$ cat src/ptw_pkg.sv
// Shared constants, types and helpers for the page table walker.
// Used by the controller, the datapath and the top level; depends on nothing.
package ptw_pkg;

  // Field widths of the request and result channels.
  localparam int VA_W       = 48;
  localparam int FRAME_IN_W = 40;
  localparam int PA_W       = 52;
  localparam int STATUS_W   = 2;

  // Page table geometry.
  localparam int NUM_TABLES        = 64;
  localparam int ENTRIES_PER_TABLE = 512;
  localparam int FRAME_BITS        = 40;
  localparam int PAGE_SHIFT        = 12;
  localparam int SLICE_BITS        = 9;

  localparam int TBL_IDX_W   = $clog2(NUM_TABLES);
  localparam int TBL_CNT_W   = $clog2(NUM_TABLES + 1);
  localparam int ADDR_W      = TBL_IDX_W + SLICE_BITS;
  localparam int STORE_DEPTH = NUM_TABLES * ENTRIES_PER_TABLE;
  localparam int FRAME_W     = (FRAME_BITS < FRAME_IN_W) ? FRAME_BITS : FRAME_IN_W;
  localparam int PAY_W       = (FRAME_W > TBL_IDX_W) ? FRAME_W : TBL_IDX_W;
  localparam int ENTRY_W     = PAY_W + 1;
  localparam int PA_FRAME_W  = PA_W - PAGE_SHIFT;
  localparam int LVL_W       = 2;

  localparam logic [LVL_W-1:0] LVL_TOP  = 2'd3;
  localparam logic [LVL_W-1:0] LVL_LEAF = 2'd0;

  // Request kinds.
  localparam logic REQ_MAP       = 1'b0;
  localparam logic REQ_TRANSLATE = 1'b1;

  // Result status codes.
  typedef logic [STATUS_W-1:0] ptw_status_t;
  localparam ptw_status_t ST_OK       = 2'd0;
  localparam ptw_status_t ST_FAULT    = 2'd1;
  localparam ptw_status_t ST_NO_SPACE = 2'd2;

  // Commands from the controller to the datapath.
  typedef struct packed {
    logic        load_req;   // capture an accepted request, start at the top level
    logic        clr_step;   // clear one store entry during the reset sweep
    logic        rd_issue;   // read the entry for the current table and level
    logic        step_down;  // follow a present upper-level entry
    logic        alloc;      // take a new table and link it in the current entry
    logic        write_leaf; // write the frame into the last-level entry
    logic        set_res;    // latch the result of the walk
    ptw_status_t res_code;
    logic        load_out;   // move the latched result into the output register
  } ptw_cmd_t;

  // Status from the datapath to the controller.
  typedef struct packed {
    logic clr_last;
    logic is_translate;
    logic level_zero;
    logic entry_present;
    logic tables_full;
  } ptw_sts_t;

  // Nine-bit index of the entry that a virtual address selects at one level.
  function automatic logic [SLICE_BITS-1:0] slice_of(input logic [VA_W-1:0] va,
                                                      input logic [LVL_W-1:0] lvl);
    logic [SLICE_BITS-1:0] s;
    case (lvl)
      2'd3:    s = va[PAGE_SHIFT + 3*SLICE_BITS +: SLICE_BITS];
      2'd2:    s = va[PAGE_SHIFT + 2*SLICE_BITS +: SLICE_BITS];
      2'd1:    s = va[PAGE_SHIFT + SLICE_BITS +: SLICE_BITS];
      default: s = va[PAGE_SHIFT +: SLICE_BITS];
    endcase
    return s;
  endfunction

endpackage

$ cat src/ptw_ctrl.sv
// Walk sequencer for the page table walker: clearing sweep, level steps, result hand-off.
// Depends on ptw_pkg for command and status types.
module ptw_ctrl
  import ptw_pkg::*;
(
  input  logic     clk,
  input  logic     rst_n,
  input  logic     in_valid,
  output logic     in_ready,
  output logic     out_valid,
  input  logic     out_ready,
  input  ptw_sts_t sts,
  output ptw_cmd_t cmd
);

  typedef enum logic [2:0] {
    S_CLEAR,
    S_IDLE,
    S_LOOKUP,
    S_CHECK,
    S_WRITE,
    S_DONE
  } state_t;

  state_t state_r, state_nxt;
  logic   out_valid_r, out_valid_nxt;
  logic   out_free;

  assign out_free  = !out_valid_r || out_ready;
  assign in_ready  = (state_r == S_IDLE);
  assign out_valid = out_valid_r;

  // Next state and commands.
  always_comb begin
    state_nxt     = state_r;
    out_valid_nxt = out_valid_r;
    cmd           = '0;
    cmd.res_code  = ST_OK;
    if (out_valid_r && out_ready) begin
      out_valid_nxt = 1'b0;
    end
    case (state_r)
      S_CLEAR: begin
        cmd.clr_step = 1'b1;
        if (sts.clr_last) begin
          state_nxt = S_IDLE;
        end
      end
      S_IDLE: begin
        if (in_valid) begin
          cmd.load_req = 1'b1;
          state_nxt    = S_LOOKUP;
        end
      end
      S_LOOKUP: begin
        cmd.rd_issue = 1'b1;
        state_nxt    = S_CHECK;
      end
      S_CHECK: begin
        if (sts.is_translate) begin
          // Translate: a missing entry at any level is a fault.
          if (!sts.entry_present) begin
            cmd.set_res  = 1'b1;
            cmd.res_code = ST_FAULT;
            state_nxt    = S_DONE;
          end else if (sts.level_zero) begin
            cmd.set_res  = 1'b1;
            cmd.res_code = ST_OK;
            state_nxt    = S_DONE;
          end else begin
            cmd.step_down = 1'b1;
            state_nxt     = S_LOOKUP;
          end
        end else begin
          // Map: follow or allocate at the upper levels, then write the leaf.
          if (sts.level_zero) begin
            state_nxt = S_WRITE;
          end else if (!sts.entry_present && sts.tables_full) begin
            cmd.set_res  = 1'b1;
            cmd.res_code = ST_NO_SPACE;
            state_nxt    = S_DONE;
          end else begin
            cmd.step_down = sts.entry_present;
            cmd.alloc     = !sts.entry_present;
            state_nxt     = S_LOOKUP;
          end
        end
      end
      S_WRITE: begin
        cmd.write_leaf = 1'b1;
        cmd.set_res    = 1'b1;
        cmd.res_code   = ST_OK;
        state_nxt      = S_DONE;
      end
      S_DONE: begin
        if (out_free) begin
          cmd.load_out  = 1'b1;
          out_valid_nxt = 1'b1;
          state_nxt     = S_IDLE;
        end
      end
      default: begin
        state_nxt = S_IDLE;
      end
    endcase
  end

  // State and registered outputs.
  always_ff @(posedge clk) begin
    if (!rst_n) begin
      state_r     <= S_CLEAR;
      out_valid_r <= 1'b0;
    end else begin
      state_r     <= state_nxt;
      out_valid_r <= out_valid_nxt;
    end
  end

`ifndef NO_ASSERTIONS
  // A table is only taken while one is left.
  a_alloc_has_space: assert property (@(posedge clk) disable iff (!rst_n)
    cmd.alloc |-> !sts.tables_full)
    else $error("table allocated with the pool exhausted");

  // Entry data is checked only in the cycle after its read was issued.
  a_check_after_read: assert property (@(posedge clk) disable iff (!rst_n)
    (state_r == S_CHECK) |-> ($past(state_r) == S_LOOKUP))
    else $error("entry checked without a preceding read");

  // A new result never overwrites one still waiting at the output.
  a_no_overwrite: assert property (@(posedge clk) disable iff (!rst_n)
    cmd.load_out |-> (!out_valid_r || out_ready))
    else $error("result overwritten before it was taken");

  // Leaf writes belong to map requests that reached the last level.
  a_leaf_write: assert property (@(posedge clk) disable iff (!rst_n)
    (state_r == S_WRITE) |-> (sts.level_zero && !sts.is_translate))
    else $error("leaf write outside the last level of a map");
`endif

endmodule

$ cat config.mk
export PLATFORM = sky130hd
export DESIGN_NAME = ptw_ctrl
export DESIGN_NICKNAME = d
export VERILOG_FILES = /design/src/ptw_pkg.sv /design/src/ptw_ctrl.sv
export SDC_FILE = /design/constraint.sdc
export NUM_CORES = 1
export LEC_CHECK = 0
export BUFFER_PORTS_ARGS = -buffer_cell sky130_fd_sc_hd__buf_2
export CORE_AREA = 2 2 39 41
export DETAILED_ROUTE_END_ITERATION = 12
export DIE_AREA = 0 0 41 43
export PLACE_DENSITY_LB_ADDON = 0.2
export SLEW_MARGIN = 15
export SYNTH_ARGS = -nofsm -noshare
export SYNTH_HDL_FRONTEND = slang
export SYNTH_SLANG_ARGS = --single-unit
$ cat constraint.sdc
create_clock -name clk -period 1.3 [get_ports clk]
set_input_delay 0.065 -clock clk [delete_from_list [all_inputs] [get_ports clk]]
set_output_delay 0.065 -clock clk [all_outputs]
set_load 0.005 [all_outputs]
; ---- Yosys cells after proc, flatten, opt, wreduce, memory -nomap -nowiden
; Index checks and enable logic that the tools add are counted.
; W data, S select, Z words.
[classes]
n_reduce_logical = 7
n_mux = 32
eq_ne = 8
[op_table]
columns = cell, count
row1 = $mux W3, 13
row2 = $pmux W3 S6, 1
row3 = $mux W1, 14
row4 = $eq A3 B2 Y1 const B, 2
row5 = $eq A3 B3 Y1 const B, 2
row6 = $mux W2, 3
row7 = $ne A2 B2 Y1 const B, 3
row8 = $pmux W3 S2, 1
row9 = $eq A3 B1 Y1 const B, 1
row10 = $logic_not A3 Y1, 1
row11 = $reduce_and A3 Y1, 1
row12 = $logic_and A1 B1 Y1, 2
row13 = $logic_not A1 Y1, 2
row14 = $logic_or A1 B1 Y1, 1
[totals]
ff_bits = 4
out_inout_bits = 12
word_cells = 49

; ---- Depth between registers and ports, before layout
[depth]
word_depth = 6
depth_mapped = 4
depth_no_buf = 3

; ---- Worst setup path before layout
; Ideal clock, no wire load.
[synth_timing]
path_kind = register -> output
start = reg state_r[1]
end = out cmd[2] in the netlist's numbering
t_required_ns = 1.235
path_slack_ns = 0.187
arrival_ns = 1.048
n_path_buf = 1
path_stages_with_launch = 5
cell_sequence = dfxtp_1 > buf_6 > nand3b_4 > or4_4 > nor2_1
[synth_lines]
columns = item, line
row1 = start: declaration, ptw_ctrl.sv:25  ; state_t state_r, state_nxt;
row2 = start signal: assignment, ptw_ctrl.sv:114  ; state_r <= state_nxt;
row3 = end: declaration, ptw_ctrl.sv:13  ; output ptw_cmd_t cmd

==> run summary <==
outcome: finished, violations left
failing checks: setup timing
area of the core: 0.00138 mm2
layout cells sized above 1: 0.514
GR Overflow Total: 0
top post-synthesis cells by area: dfxtp_1 (25%), nor2_1 (12%), buf_6 (6.9%)
largest area contributor in the netlist: dfxtp_1
IO Count: 21
leakage power: 0.282 nW
most common cell in the netlist: nor2_1
Synth Instances: 43
CTS Buffer Depth: 2
Synth top cells by count: nor2_1 (10), dfxtp_1 (4), inv_1 (3), nand2b_1 (3)
WL per Instance: 10.4 um
crit end category: primary output
largest net degree at the start of global routing: 10
dpl hpwl: 658 um
H-Tree Depth: 1
mean post-synth cell area: 7.54 um2
Worst Hold Depth: 2
Final Max Tran Viols: 0
data required time of the critical path: 1.24 ns
Worst Hold Class: in2reg
Max VDD drop: 0.449 mV
yosys warns: 0
Worst-path clk slew: 0.04 ns
Layout area overhead: 56.4%
initial antenna violation count: 0
Pwr Density: 831 mW/mm2
cts hold-fix bufs: 0
CP Class: reg2out
Final Critical Period: 1.37 ns
CTS tree: yes
GRT Overall Usage: 0.120
Fill cells: 154
WP data arrival: 1.31 ns
Yosys cell types: 23
DP Worst Slack: 0.0813 ns
vias in the first global route: 328
IO Port Bufs: 20
Post-synth EDFFs: 0
routability cong.: 0.695
1st-pass router iterations: 2
RSZ-0062 raised after global routing: true
clk sinks: 4
drt initial violations: 7
post-route insts no fill: 86
relative slew slack: 0.813
Synth top area share: 0.247
NumNets Final: 81
die area: 0.00176 mm2
Netlist Area Pre-Place: 324 um2
worst reg2reg setup slack: 0.23 ns
Worst setup SP type: register
Die Y: 43 um
Min-Delay Startpoint: rst_n
Synth Flop Type: dfxtp_1
WHS Endpoint: state_r[2]
Clock Tree Root: clkbuf_4
crit share post-route: 1.06
DRT Wirelength: 897 um
Starting Density: 0.234
worst-path fanout max: 2
Design Power: 421 uW
fin worst setup slack: -0.0739 ns
actual slew at the worst max-slew pin: 0.281 ns
Routed Antenna Nets: 0
Worst R2R Path Depth: 3
sequential element share of the synthesized area: 0.247
Layout Skew: 0.00509 ns
first-pass GRT wire length: 1370 um
Placed Instances: 82
Vias/cell: 4.66
max-cap violation count: 0
FMAX: 728 MHz
die width: 41 um
cell row count: 14
Fin. Hold Viols: 0
Post-Synthesis Net Count: 52
total number of vias: 401
Num CTS Buffers: 3
RR Startpoint: state_r[1]
asr flop ratio synth: 0
# setup viols final: 2
Ant. Diodes: 0
DRC: 0
Skew-Pair Late Insertion Delay: 0.24 ns
worst r2r dst: state_r[2]
#FFs+latches synth: 4
==> worst max-delay path, stage by stage, from the launching register on <==
cell and delay (ns):
dfxtp_1 0.30, nand3b_4 0.15, or4_4 0.42, nor2_1 0.09, buf_2 0.11
==> logic make-up (layout without fill, tap and decap cells) <==
logic type,after synthesis,in the layout,synth area share
and+or+nand+nor,25,25,0.460
AOI/OAI and AO/OA,9,9,0.189
buffers and inverters,5,32,0.104
DFF,4,4,0.247
==> flip-flops by register name (all words and copies together), names as in the netlist <==
| register | flops |
|---|---|
| state_r | 3 |
| out_valid | 1 |
==> layout by cell type, fill, tap and decap left out, drive strengths merged, types with 2 or more instances in the layout <==
master  instances
nor3b           2
nand2           2
clkbuf          3
inv             3
nand2b          3
a21oi           2
nor2           10
buf            26
dfxtp           4
==> metrics by stage <==
stage	hold slack [ns]	cell area [um2]	TNS [ns]	util
floorplan	0.161	324	0	-
global placement	0.332	459	0	0.332
finish	0.0845	507	-0.141	0.366
detailed placement	0.325	459	0	0.332
CTS	0.0639	502	-0.191	0.363
global route	0.0836	507	-0.370	0.366
==> power by group <==
group	switching [mW]	internal, mW	leakage, nW
Combinational	0.0568	0.0647	0.235
Sequential	0.00824	0.132	0.0336
Clock	0.0559	0.104	0.0138
Total	0.121	0.300	0.282
==> how the worst max path moves through the flow <==
stage                           from     end  slack (ns)  depth (start not counted)
final                     state_r[2]  cmd[2]       -0.07                          4
after global placement    state_r[0]  cmd[2]        0.10                          4
after floorplan           state_r[1]  cmd[2]        0.19                          4
after CTS                 state_r[2]  cmd[2]       -0.08                          4
after detailed placement  state_r[0]  cmd[2]        0.08                          4
after global routing      state_r[2]  cmd[2]       -0.14                          4
==> repair_timing <==
action / in CTS / in global routing
pin swaps: 1 / 0
hold endpoints to repair: 0 / 0
endpoints found under the setup margin: 5 / 4
buffers inserted: 1 / 0
resized for setup: 4 / 2
==> layout make-up <==
cell class              instances  area, um2  area share
well taps                      16       20.0      0.0395
flip-flops and latches          4       85.1       0.168
inverters                       3       11.3      0.0222
multi-input cells              34        223       0.440
repair buffers                 26        145       0.286
clock buffers                   3       22.5      0.0444
==> per-layer routing <==
layer	vias up	share of wire	global-route usage
met5	-	0	0
met4	0	0	0.0400
met3	0	0.078	0.0785
met2	15	0.49	0.166
met1	182	0.43	0.148
li1	204	-	-
Power figures use the tool's default switching activity.
